**src/hdl/stduck_pkg.sv**
```systemverilog
package stduck_pkg;

	localparam int SAMPLE_BITS = 16;
	localparam int COEF_W      = 16;
	localparam int CFG_W       = 16;
	localparam int CFG_IDX_W   = 3;
	localparam int CHAN_W      = 4;
	localparam int ENV_W       = 25;
	localparam int ENV_FRAC    = 23;
	localparam int THRESH_FRAC = 15;

	localparam logic [ENV_W-1:0] ENV_ONE      = ENV_W'(1) << ENV_FRAC;
	localparam logic [ENV_W-1:0] DEPTH_MARGIN = ENV_W'(41943);
	localparam logic [CFG_W-1:0] DEPTH_MAX    = CFG_W'(32768);

	localparam logic [CFG_IDX_W-1:0] CFG_MODE      = CFG_IDX_W'(0);
	localparam logic [CFG_IDX_W-1:0] CFG_CHANNEL   = CFG_IDX_W'(1);
	localparam logic [CFG_IDX_W-1:0] CFG_THRESHOLD = CFG_IDX_W'(2);
	localparam logic [CFG_IDX_W-1:0] CFG_ATTACK    = CFG_IDX_W'(3);
	localparam logic [CFG_IDX_W-1:0] CFG_RELEASE   = CFG_IDX_W'(4);
	localparam logic [CFG_IDX_W-1:0] CFG_DEPTH     = CFG_IDX_W'(5);

	localparam logic [COEF_W-1:0] ATTACK_RESET  = COEF_W'(2949);
	localparam logic [COEF_W-1:0] RELEASE_RESET = COEF_W'(7);

	typedef struct packed {
		logic signed [SAMPLE_BITS-1:0] left_sample;
		logic signed [SAMPLE_BITS-1:0] right_sample;
	} in_word_t;

	typedef struct packed {
		logic signed [SAMPLE_BITS-1:0] left_result;
		logic signed [SAMPLE_BITS-1:0] right_result;
		logic                          trigger_fired;
	} out_word_t;

endpackage

```
**src/hdl/stduck_smul.sv**
```systemverilog
module stduck_smul #(
	parameter int A_W = 25,
	parameter int B_W = 16
) (
	input  logic               clk,
	input  logic               arst_n,
	input  logic               start,
	input  logic [A_W-1:0]     a,
	input  logic [B_W-1:0]     b,
	output logic               busy,
	output logic               done,
	output logic [A_W+B_W-1:0] product
);

	localparam int P_W   = A_W + B_W;
	localparam int CNT_W = (B_W > 1) ? $clog2(B_W) : 1;

	logic [A_W-1:0]   a_q;
	logic [B_W-1:0]   b_q;
	logic [P_W-1:0]   acc_q;
	logic [CNT_W-1:0] cnt_q;
	logic             busy_q;
	logic             done_q;
	logic [A_W:0]     sum;

	// add the multiplicand into the top of the accumulator when the low bit is set
	assign sum = {1'b0, acc_q[P_W-1:B_W]} + (b_q[0] ? {1'b0, a_q} : '0);

	always_ff @(posedge clk or negedge arst_n) begin
		if (!arst_n) begin
			busy_q <= 1'b0;
			done_q <= 1'b0;
			cnt_q  <= '0;
		end else begin
			done_q <= 1'b0;
			if (start) begin
				busy_q <= 1'b1;
				cnt_q  <= '0;
			end else if (busy_q) begin
				cnt_q <= cnt_q + CNT_W'(1);
				if (cnt_q == CNT_W'(B_W - 1)) begin
					busy_q <= 1'b0;
					done_q <= 1'b1;
				end
			end
		end
	end

	always_ff @(posedge clk) begin
		if (start) begin
			a_q   <= a;
			b_q   <= b;
			acc_q <= '0;
		end else if (busy_q) begin
			acc_q <= {sum, acc_q[B_W-1:1]};
			b_q   <= b_q >> 1;
		end
	end

	assign busy    = busy_q;
	assign done    = done_q;
	assign product = acc_q;

endmodule

```
**src/hdl/stereo_trigger_ducker_top.sv**
```systemverilog
// Trigger mode: the input word is registered, then the result word is loaded in the finish state.
// Ducker mode: the word passes through the prep, envelope, sample-go and scale states first.
// A new word is taken only once the engine returns to idle, so in ducker mode it waits for the
// bit-serial envelope multiply followed by the bit-serial sample multiplies.
// A finished result may wait in the output register while the next word is accepted.
// arst_n clears config to defaults, envelope to unity, ducking and all trigger flags.
module stereo_trigger_ducker_top
	import stduck_pkg::*;
#(
	parameter int CHANNEL_COUNT = 16
) (
	input  logic                 clk,
	input  logic                 arst_n,
	input  logic                 in_valid,
	output logic                 in_ready,
	input  in_word_t             in_data,
	output logic                 out_valid,
	input  logic                 out_ready,
	output out_word_t            out_data,
	input  logic                 cfg_valid,
	output logic                 cfg_ready,
	input  logic [CFG_IDX_W-1:0] cfg_index,
	input  logic [CFG_W-1:0]     cfg_data
);

	localparam int CH_W  = (CHANNEL_COUNT > 1) ? $clog2(CHANNEL_COUNT) : 1;
	localparam int CH_N  = 1 << CHAN_W;
	localparam int EP_W  = ENV_W + COEF_W;
	localparam int SP_W  = ENV_W + SAMPLE_BITS;
	localparam int M_W   = SP_W - ENV_FRAC;
	localparam int CMP_W = SAMPLE_BITS + THRESH_FRAC;

	typedef enum logic [5:0] {
		ST_IDLE  = 6'b000001,
		ST_PREP  = 6'b000010,
		ST_ENV   = 6'b000100,
		ST_SGO   = 6'b001000,
		ST_SCALE = 6'b010000,
		ST_FIN   = 6'b100000
	} state_t;

	state_t state_q;

	logic              mode_q;
	logic [CHAN_W-1:0] chan_q;
	logic [CFG_W-1:0]  thresh_q;
	logic [COEF_W-1:0] attack_q;
	logic [COEF_W-1:0] release_q;
	logic [CFG_W-1:0]  depth_q;

	logic [ENV_W-1:0]         env_q;
	logic                     duck_q;
	logic [CHANNEL_COUNT-1:0] flags_q;
	logic                     up_q;

	in_word_t  in_q;
	out_word_t out_q;
	logic      out_valid_q;

	logic [CH_W-1:0]        ch_lut [CH_N];
	logic [CH_W-1:0]        ch;
	logic                   duck_eff;
	logic [CFG_W-1:0]       dep_clamp;
	logic [ENV_W-1:0]       depth_q23;
	logic [ENV_W-1:0]       target;
	logic                   up;
	logic [ENV_W-1:0]       dmag;
	logic [COEF_W-1:0]      coef;
	logic [EP_W:0]          env_rnd;
	logic [ENV_W-1:0]       step;
	logic [ENV_W-1:0]       env_new;
	logic [SAMPLE_BITS-1:0] mag_l;
	logic [SAMPLE_BITS-1:0] mag_r;
	logic                   fired;
	logic                   fin_go;
	out_word_t              out_next;

	logic                   env_busy, env_done;
	logic [EP_W-1:0]        env_prod;
	logic                   l_busy, l_done, r_busy, r_done;
	logic [SP_W-1:0]        l_prod, r_prod;

	function automatic logic [SAMPLE_BITS-1:0] magnitude(input logic [SAMPLE_BITS-1:0] s);
		magnitude = s[SAMPLE_BITS-1] ? (~s + SAMPLE_BITS'(1)) : s;
	endfunction

	// round half away from zero on the magnitude, restore the sign, saturate
	function automatic logic [SAMPLE_BITS-1:0] scale_out(input logic [SP_W-1:0] prod,
			input logic neg);
		logic [SP_W-1:0] rnd;
		logic [M_W-1:0]  m;
		logic [M_W-1:0]  lim;
		rnd = prod + (SP_W'(1) << (ENV_FRAC - 1));
		m   = rnd[SP_W-1:ENV_FRAC];
		if (neg) begin
			lim = M_W'(1) << (SAMPLE_BITS - 1);
			scale_out = (m > lim) ? {1'b1, {(SAMPLE_BITS-1){1'b0}}} :
				SAMPLE_BITS'(~m + M_W'(1));
		end else begin
			lim = (M_W'(1) << (SAMPLE_BITS - 1)) - M_W'(1);
			scale_out = (m > lim) ? {1'b0, {(SAMPLE_BITS-1){1'b1}}} : SAMPLE_BITS'(m);
		end
	endfunction

	always_comb begin
		for (int i = 0; i < CH_N; i++) begin
			ch_lut[i] = CH_W'(i % CHANNEL_COUNT);
		end
	end

	assign ch        = ch_lut[chan_q];
	assign duck_eff  = duck_q | flags_q[ch];
	assign dep_clamp = (depth_q > DEPTH_MAX) ? DEPTH_MAX : depth_q;
	assign depth_q23 = {1'b0, dep_clamp, 8'b0};
	assign target    = duck_eff ? depth_q23 : ENV_ONE;
	assign up        = (target >= env_q);
	assign dmag      = up ? (target - env_q) : (env_q - target);
	assign coef      = up ? release_q : attack_q;

	assign env_rnd = {1'b0, env_prod} + (EP_W + 1)'(1 << (COEF_W - 1));
	assign step    = env_rnd[COEF_W +: ENV_W];
	assign env_new = up_q ? (env_q + step) : (env_q - step);

	assign mag_l = magnitude(in_q.left_sample);
	assign mag_r = magnitude(in_q.right_sample);
	assign fired = ({mag_l, {THRESH_FRAC{1'b0}}} > CMP_W'({thresh_q, {(SAMPLE_BITS-1){1'b0}}}))
		|| ({mag_r, {THRESH_FRAC{1'b0}}} > CMP_W'({thresh_q, {(SAMPLE_BITS-1){1'b0}}}));

	assign fin_go = (state_q == ST_FIN) && (!out_valid_q || out_ready);

	always_comb begin
		if (!mode_q) begin
			out_next.left_result   = in_q.left_sample;
			out_next.right_result  = in_q.right_sample;
			out_next.trigger_fired = fired;
		end else begin
			out_next.left_result   = scale_out(l_prod, in_q.left_sample[SAMPLE_BITS-1]);
			out_next.right_result  = scale_out(r_prod, in_q.right_sample[SAMPLE_BITS-1]);
			out_next.trigger_fired = 1'b0;
		end
	end

	stduck_smul #(.A_W(ENV_W), .B_W(COEF_W)) u_env_mul (
		.clk     (clk),
		.arst_n  (arst_n),
		.start   (state_q == ST_PREP),
		.a       (dmag),
		.b       (coef),
		.busy    (env_busy),
		.done    (env_done),
		.product (env_prod)
	);

	stduck_smul #(.A_W(ENV_W), .B_W(SAMPLE_BITS)) u_left_mul (
		.clk     (clk),
		.arst_n  (arst_n),
		.start   (state_q == ST_SGO),
		.a       (env_q),
		.b       (mag_l),
		.busy    (l_busy),
		.done    (l_done),
		.product (l_prod)
	);

	stduck_smul #(.A_W(ENV_W), .B_W(SAMPLE_BITS)) u_right_mul (
		.clk     (clk),
		.arst_n  (arst_n),
		.start   (state_q == ST_SGO),
		.a       (env_q),
		.b       (mag_r),
		.busy    (r_busy),
		.done    (r_done),
		.product (r_prod)
	);

	// config registers
	always_ff @(posedge clk or negedge arst_n) begin
		if (!arst_n) begin
			mode_q    <= 1'b0;
			chan_q    <= '0;
			thresh_q  <= '0;
			attack_q  <= ATTACK_RESET;
			release_q <= RELEASE_RESET;
			depth_q   <= '0;
		end else if (cfg_valid) begin
			case (cfg_index)
				CFG_MODE:      mode_q    <= cfg_data[0];
				CFG_CHANNEL:   chan_q    <= cfg_data[CHAN_W-1:0];
				CFG_THRESHOLD: thresh_q  <= cfg_data;
				CFG_ATTACK:    attack_q  <= cfg_data;
				CFG_RELEASE:   release_q <= cfg_data;
				CFG_DEPTH:     depth_q   <= cfg_data;
				default: begin
				end
			endcase
		end
	end

	always_ff @(posedge clk or negedge arst_n) begin
		if (!arst_n) begin
			state_q     <= ST_IDLE;
			env_q       <= ENV_ONE;
			duck_q      <= 1'b0;
			flags_q     <= '0;
			up_q        <= 1'b0;
			out_valid_q <= 1'b0;
		end else begin
			if (out_valid_q && out_ready) begin
				out_valid_q <= 1'b0;
			end
			case (state_q)
				ST_IDLE: begin
					if (in_valid) begin
						state_q <= mode_q ? ST_PREP : ST_FIN;
					end
				end
				ST_PREP: begin
					// consume the selected flag and fix the step direction
					duck_q      <= duck_eff;
					flags_q[ch] <= 1'b0;
					up_q        <= up;
					state_q     <= ST_ENV;
				end
				ST_ENV: begin
					if (env_done) begin
						env_q <= env_new;
						if (duck_q && (env_new <= depth_q23 + DEPTH_MARGIN)) begin
							duck_q <= 1'b0;
						end
						state_q <= ST_SGO;
					end
				end
				ST_SGO: begin
					state_q <= ST_SCALE;
				end
				ST_SCALE: begin
					if (l_done) begin
						state_q <= ST_FIN;
					end
				end
				ST_FIN: begin
					// hold until the output register is free
					if (fin_go) begin
						out_valid_q <= 1'b1;
						if (!mode_q && fired) begin
							flags_q[ch] <= 1'b1;
						end
						state_q <= ST_IDLE;
					end
				end
				default: begin
					state_q <= ST_IDLE;
				end
			endcase
		end
	end

	always_ff @(posedge clk) begin
		if (in_valid && in_ready) begin
			in_q <= in_data;
		end
		if (fin_go) begin
			out_q <= out_next;
		end
	end

	assign in_ready  = (state_q == ST_IDLE);
	assign out_valid = out_valid_q;
	assign out_data  = out_q;
	assign cfg_ready = 1'b1;

	a_state_onehot: assert property (@(posedge clk) disable iff (!arst_n)
		$onehot(state_q))
		else $error("state register not one-hot");

	a_env_range: assert property (@(posedge clk) disable iff (!arst_n)
		env_q <= ENV_ONE)
		else $error("envelope above unity");

	a_lanes_align: assert property (@(posedge clk) disable iff (!arst_n)
		l_done == r_done)
		else $error("left and right multipliers out of step");

	a_out_from_fin: assert property (@(posedge clk) disable iff (!arst_n)
		$rose(out_valid_q) |-> $past(state_q == ST_FIN))
		else $error("result word loaded outside the finish state");

	a_idle_quiet: assert property (@(posedge clk) disable iff (!arst_n)
		(state_q == ST_IDLE) |-> !(env_busy || l_busy || r_busy))
		else $error("multiplier busy while engine idle");

endmodule

```
**config.mk**
```make
export PLATFORM = sky130hd
export DESIGN_NAME = stereo_trigger_ducker_top
export DESIGN_NICKNAME = d
export VERILOG_FILES = /design/src/hdl/stduck_pkg.sv /design/src/hdl/stduck_smul.sv /design/src/hdl/stereo_trigger_ducker_top.sv
export SDC_FILE = /design/constraint.sdc
export NUM_CORES = 1
export LEC_CHECK = 0
export ABC_AREA = 1
export BUFFER_PORTS_ARGS = -buffer_cell sky130_fd_sc_hd__buf_2
export CORE_ASPECT_RATIO = 0.6
export CORE_UTILIZATION = 55
export DETAILED_ROUTE_END_ITERATION = 10
export GPL_TIMING_DRIVEN = 1
export PLACE_DENSITY = 0.72
export SYNTH_ARGS = -nofsm -noshare
export SYNTH_HDL_FRONTEND = slang
export SYNTH_HIERARCHICAL = 1
export SYNTH_SLANG_ARGS = --single-unit
```
**constraint.sdc**
```tcl
create_clock -name clk -period 14.9 [get_ports clk]
set_input_delay 2.98 -clock clk [delete_from_list [all_inputs] [get_ports clk]]
set_output_delay 2.98 -clock clk [all_outputs]
set_load 0.005 [all_outputs]
```
* Word-level counts from Yosys, hierarchy flattened
Memory sizes are Yosys's and may differ from the RTL's.
Index checks and enable logic that the tools add are counted.
** Word-level totals
- Register bits after elaboration :: 422
- Memory bits (read-only) :: 64
- Memories :: 1
** Cells by class
- Add/sub/neg operators :: 18
- $lt $le $gt $ge :: 12
- Equal/unequal tests :: 20
- Muxes and demuxes :: 65
- Bitwise gates (word level) :: 9
- Reduce and logical (&&, ||, !) cells :: 26
** Memory list
- (name not given) :: depth 16, width 4, rd ports 1, clocked after Yosys merged registers in 0, write ports 0, RTL line stereo_trigger_ducker_top.sv:111 : assign ch = ch_lut[chan_q];
** Operator list (count)
- 16-bit 2-to-1 mux :: 18
- 25-bit 2-to-1 mux :: 5
- 41-bit by 23-bit adder with 41-bit output, second input constant :: 2
- 16-bit NOT :: 5
- 25-bit by 26-bit adder with 26-bit output :: 3
- 16-bit by 1-bit adder with 16-bit output, second input constant :: 4
- 31-bit greater-than comparator :: 2
- 41-bit by 16-bit adder with 41-bit output, second input constant :: 1
- 18-bit by 15-bit greater-than comparator with 1-bit output, second input constant :: 2
- 18-bit by 16-bit greater-than comparator with 1-bit output, second input constant :: 2
- 6-bit one-hot mux with 6 select lines :: 1
- 33-bit 2-to-1 mux :: 1
- 4-bit 2-to-1 mux :: 8
- 16-bit one-hot mux with 2 select lines :: 1
- 6-bit 2-to-1 mux :: 5
- 24-bit by 16-bit adder with 25-bit output, second input constant :: 1
- 25-bit adder :: 1
- 24-bit by 25-bit greater-or-equal comparator with 1-bit output :: 1
- 25-bit less-or-equal comparator :: 1
- 24-bit by 25-bit subtractor with 25-bit output :: 1
- 25-bit by 24-bit subtractor with 25-bit output :: 1
- 25-bit subtractor :: 1
- 24-bit 2-to-1 mux :: 1
- 1-bit 2-to-1 mux :: 22
- other kinds (32) :: 60

* Longest topological paths before layout
- Word-level depth :: 12
- Gate-level depth with buffers :: 35

* Modules after synthesis
The synthesis kept the hierarchy.
** By module, submodules not included
- stereo_trigger_ducker_top :: times used 1, cells each 2391, area each 16288.1 um^2
- stduck_smul (u_env_mul ...) :: times used 2, cells each 724, area each 5128.7 um^2
- stduck_smul (u_right_mul) :: times used 1, cells each 717, area each 5121.2 um^2

* Worst setup path after synthesis
Ideal clock, no wire load.
- Path kind :: register to register
- Start point :: register state_q[4]
- End point :: register u_right_mul.b_q[0] (enable)
- Data arrival time :: 6930 ps
- Required time :: 14550 ps
- Setup slack :: 7620 ps
- Stages on the path, launching flop included :: 8
- Path buffers :: 2
- Cells stage by stage :: dfrtp_1 > nor2_1 > inv_1 > nor4_1 > buf_2 > nor2_4 > clkinv_1 > buf_2
** Between the ends
- Longest elaborated chain between the ends :: 2
** RTL lines
- from (decl) :: RTL line stereo_trigger_ducker_top.sv:42 : state_t state_q;
- from (signal assigned) :: RTL line stereo_trigger_ducker_top.sv:214 : state_q <= mode_q ? ST_PREP : ST_FIN;
- 6-bit by 4-bit == test with 1-bit output :: RTL line stereo_trigger_ducker_top.sv:168 : .start (state_q == ST_SGO),
- 2-bit nonzero test (no line)
- to (signal assigned) :: RTL line stduck_smul.sv:56 : b_q <= b_q >> 1;
- to (decl) :: RTL line stduck_smul.sv:19 : logic [B_W-1:0] b_q;
Every way passes these cells.
A chain may end at the register's enable or synchronous reset.

* Final worst setup path
- Start point :: register u_env_mul.acc_q[16], in the netlist u_env_mul/product[16]
- End point :: register duck_q
** Between the ends
- Longest elaborated chain between the ends :: 7
** RTL lines
- from (decl) :: RTL line stduck_smul.sv:20 : logic [P_W-1:0] acc_q;
- from (signal assigned) :: RTL line stduck_smul.sv:55 : acc_q <= {sum, acc_q[B_W-1:1]};
- 41-bit by 16-bit adder with 41-bit output (*) :: RTL line stereo_trigger_ducker_top.sv:120 : assign env_rnd = {1'b0, env_prod} + (EP_W + 1)'(1 << (COEF_W - 1));
- 25-bit subtractor / 25-bit adder (equally long branches) :: RTL line stereo_trigger_ducker_top.sv:122 : assign env_new = up_q ? (env_q + step) : (env_q - step);
- 25-bit 2-to-1 mux (*) :: RTL line stereo_trigger_ducker_top.sv:122
- named net env_new[24] :: RTL line stereo_trigger_ducker_top.sv:71 : logic [ENV_W-1:0] env_new;
- 25-bit less-or-equal comparator (*) :: RTL line stereo_trigger_ducker_top.sv:227 : if (duck_q && (env_new <= depth_q23 + DEPTH_MARGIN)) begin
- 1-bit logical AND (*) :: RTL line stereo_trigger_ducker_top.sv:227
- 2-bit inequality test (no line) (*)
- 3-bit AND reduction (no line) (*)
- to (signal assigned) :: RTL line stereo_trigger_ducker_top.sv:219 : duck_q <= duck_eff;
- to (decl) :: RTL line stereo_trigger_ducker_top.sv:52 : logic duck_q;
Mark *: on every way through the listed nets, which the timed path passes. The rest lies on a longest branch.

==> insert_results.sql <==
INSERT INTO impl_metrics (metric_group, metric, value, unit) VALUES
('outcome', 'status', 'completed', ''),
('sta', 'timing.final.ws_setup', '9.385', 'ns'),
('placed_design', 'pre_cts_slack', '9.507', 'ns'),
('clock_network', 'cts_hold_fix_bufs', '0', ''),
('setup_path', 'path_common_cell', 'sky130_fd_sc_hd__nand3_1', ''),
('clock_network', 'cts.clk_slew.worst_paths', '0.07', 'ns'),
('sta', 'setup-violations-final', '0', ''),
('clock_network', 'clock-root-buffer', 'sky130_fd_sc_hd__clkbuf_16', ''),
('global_routing', 'antenna_found_initial', '1', ''),
('placed_design', 'portBuffers', '90', ''),
('placed_design', 'dp.final_hpwl', '69540', 'µm'),
('clock_network', 'cts-htree-levels', '2', ''),
('global_routing', 'grt_overflow', '0', ''),
('setup_path', 'regToRegStartpoint', 'u_env_mul/product[16]', ''),
('setup_path', 'critPathLaunchType', 'flip-flop', ''),
('setup_path', 'setup.worst_path.start', 'u_env_mul/product[16]', ''),
('setup_path', 'worst-setup-path-type', 'flip-flop to flip-flop', ''),
('power', 'power_density_relative_to_cell_area', '184.8', 'nW/µm²'),
('layout', 'final_core_utilization', '60.38', '%'),
('sta', 'hold_viol', '0', ''),
('route', 'detail_route.drc_violations', '0', ''),
('die', 'die_width', '304.6', 'µm'),
('clock_network', 'cts.sinks', '400', ''),
('sta', 'timing.clock.skew', '0.02222', 'ns'),
('route', 'total_wire_length', '88850', 'µm'),
('clock_network', 'clock_network_latency_to_the_later_pin_of_the_worst_skew_pair', '0.59', 'ns'),
('global_routing', 'grt_first_pass_wirelength', '137800', 'µm'),
('logic_synthesis', 'synth.avg_cell_area', '6.853', 'µm²'),
('route', 'detail_route.first_pass.iterations', '6', ''),
('clock_network', 'post_cts_buffers', '0', ''),
('sta', 'worst_hold_slack', '0.4628', 'ns'),
('clock_network', 'cts_resized', '0', ''),
('setup_path', 'timing.critical_path.fanout_max', '6', ''),
('placed_design', 'final_replace_weighted_congestion', '1.005', ''),
('power', 'worst_vdd_drop', '99.60', 'µV'),
('job', 'timing.max_cap.violations', '0', ''),
('die', 'placement_rows', '66', ''),
('setup_path', 'critical_path_required', '15.37', 'ns'),
('die', 'initial_core_util', '55.76', '%'),
('power', 'cellLeakagePower', '16.96', 'nW'),
('clock_network', 'cts_buffers', '40', ''),
('die', 'chipHeight', '183.5', 'µm'),
('logic_synthesis', 'synth.cell_area', '30210', 'µm²'),
('clock_network', 'cts_tree', 'built', ''),
('sta', 'finalCriticalPeriod', '5.515', 'ns'),
('placed_design', 'dpl-instance-area', '31300', 'µm²'),
('sta', 'finalCritPeriodShare', '37.01', '%'),
('setup_path', 'worst_path_dominant_cell_family', 'simple AND/OR/NAND/NOR gates', ''),
('clock_network', 'cts-root-to-sink-buffers', '3', ''),
('setup_path', 'critical_path.endpoint_type', 'flip-flop', ''),
('sta', 'final.setup.tns', '0', 'ns'),
('die', 'coreArea', '54170', 'µm²'),
('hold_path', 'holdCritStartpoint', 'u_left_mul/product[20]', ''),
('layout', 'stdcell_count', '5210', ''),
('layout', 'ratio_of_cells_with_drive_above_1_in_the_final_layout', '7.208', '%'),
('die', 'io_pins', '92', ''),
('sta', 'max_fclk', '181.3', 'MHz'),
('setup_path', 'crit_buf_inv', '2', ''),
('route', 'post_drt_via_cell_ratio', '5.392', ''),
('logic_synthesis', 'syn-instance-count', '4408', ''),
('route', 'detailroute.via_count', '28092', ''),
('layout', 'nets', '4722', ''),
('global_routing', 'pin_count_of_the_biggest_net_entering_global_routing', '81', ''),
('logic_synthesis', 'synth-warning-count', '6', ''),
('sta', 'report.final.slew_viol_count', '0', ''),
('setup_path', 'crit_path_top_delay_cell', 'sky130_fd_sc_hd__nor4_1', ''),
('global_routing', 'grt_usage', '31.49', '%'),
('sta', 'slew-limit-headroom', '23.12', '%'),
('layout', 'areaGrowthSynthToFinish', '8.271', '%'),
('global_routing', 'grt_pass1_vias', '24593', ''),
('power', 'p_total', '6.044', 'mW'),
('layout', 'stdcell_area', '32710', 'µm²'),
('route', 'final_antenna_net_count', '0', ''),
('setup_path', 'worst_ep_arrival_time', '5.99', 'ns'),
('route', 'wl_per_cell', '17.05', 'µm'),
('route', 'drt-initial-drc-count', '3542', ''),
('sta', 'worst_pin_slew', '1.153', 'ns'),
('sta', 'grt_setup_unrepaired', 'no', ''),
('die', 'fp.dieArea', '55900', 'µm²'),
('setup_path', 'crit_path_max_incr_delay', '0.49', 'ns'),
('hold_path', 'hold_path_class', 'flip-flop to flip-flop', ''),
('placed_design', 'number_of_cells_after_detailed_placement', '5136', '');
## routing by layer
metal | up-vias | share of wire, % | global-route usage, %
li1 | 14079 | - | -
met1 | 12839 | 50 | 50.23
met2 | 1105 | 36 | 40.24
met3 | 67 | 13 | 10.51
met4 | 2 | 1.1 | 4.747
met5 | - | 0.13 | 1.550
## tightest hold or removal path, delay by kind of cell (launching register included)
kind | cells | cell delay (ns)
and+or+nand+nor | 2 | 0.11
DFF | 1 | 0.31
## layout make-up
type	instances	area (µm²)
inverter	703	2639
fill	5079	21460
multi-input combinational	3211	16590
clock buffer	55	1150
antenna	1	2.502
tap	714	893.4
clock inverter	18	255.2
timing repair buffer	108	591.8
sequential	400	10580
## sequential cells by signal, indices dropped and copies added, names as in the netlist, 6 cells and up, named ones only
name                 cells
u_env_mul/product       26
u_right_mul/product     25
in_q                    32
u_left_mul/a_q          25
attack_q                16
u_env_mul/a_q           25
thresh_q                16
u_right_mul/b_q         16
env_q                   25
out_data                33
u_env_mul/b_q           16
release_q               16
u_right_mul/a_q         25
u_left_mul/product      25
state_q                  6
u_left_mul/b_q          16
depth_q                 16
## cell usage in the layout (no fill, tap or decap), drive strengths merged, types with 5 or more instances in the layout
cell type and instances:
xor2 93, edfxtp 188, o21bai 10, dfstp 11
dfxtp 76, fa 5, o21ai 231, ha 197
inv 703, a21o 10, o211ai 5, nand4 81
nor2 437, clkbuf 55, nand2 1514, bufinv 5
xnor2 46, and2 7, buf 108, nor4 14
or2 31, dfrtp 125, nor3 47, nand3b 30
clkinv 11, a31oi 10, a21oi 177, nand3 233
## report_power, final
group	switching (mW)	internal, mW
registers	0.243	1.45
clock network	0.472	0.635
logic	2.19	1.06
total	2.90	3.14
## worst paths after layout
check                                         endpoint  slack (ns)  cells past startpoint
worst max-delay path                            duck_q        9.39                     31
max in group asynchronous                     env_q[3]       11.09                      2
worst min register to register  u_left_mul/product[20]        0.46                      2
min in group asynchronous                    async pin        2.44                      1
worst min-delay path            u_left_mul/product[20]        0.46                      2
worst max register to register                  duck_q        9.39                     31
No activity file was read; power rests on OpenSTA's default activity.
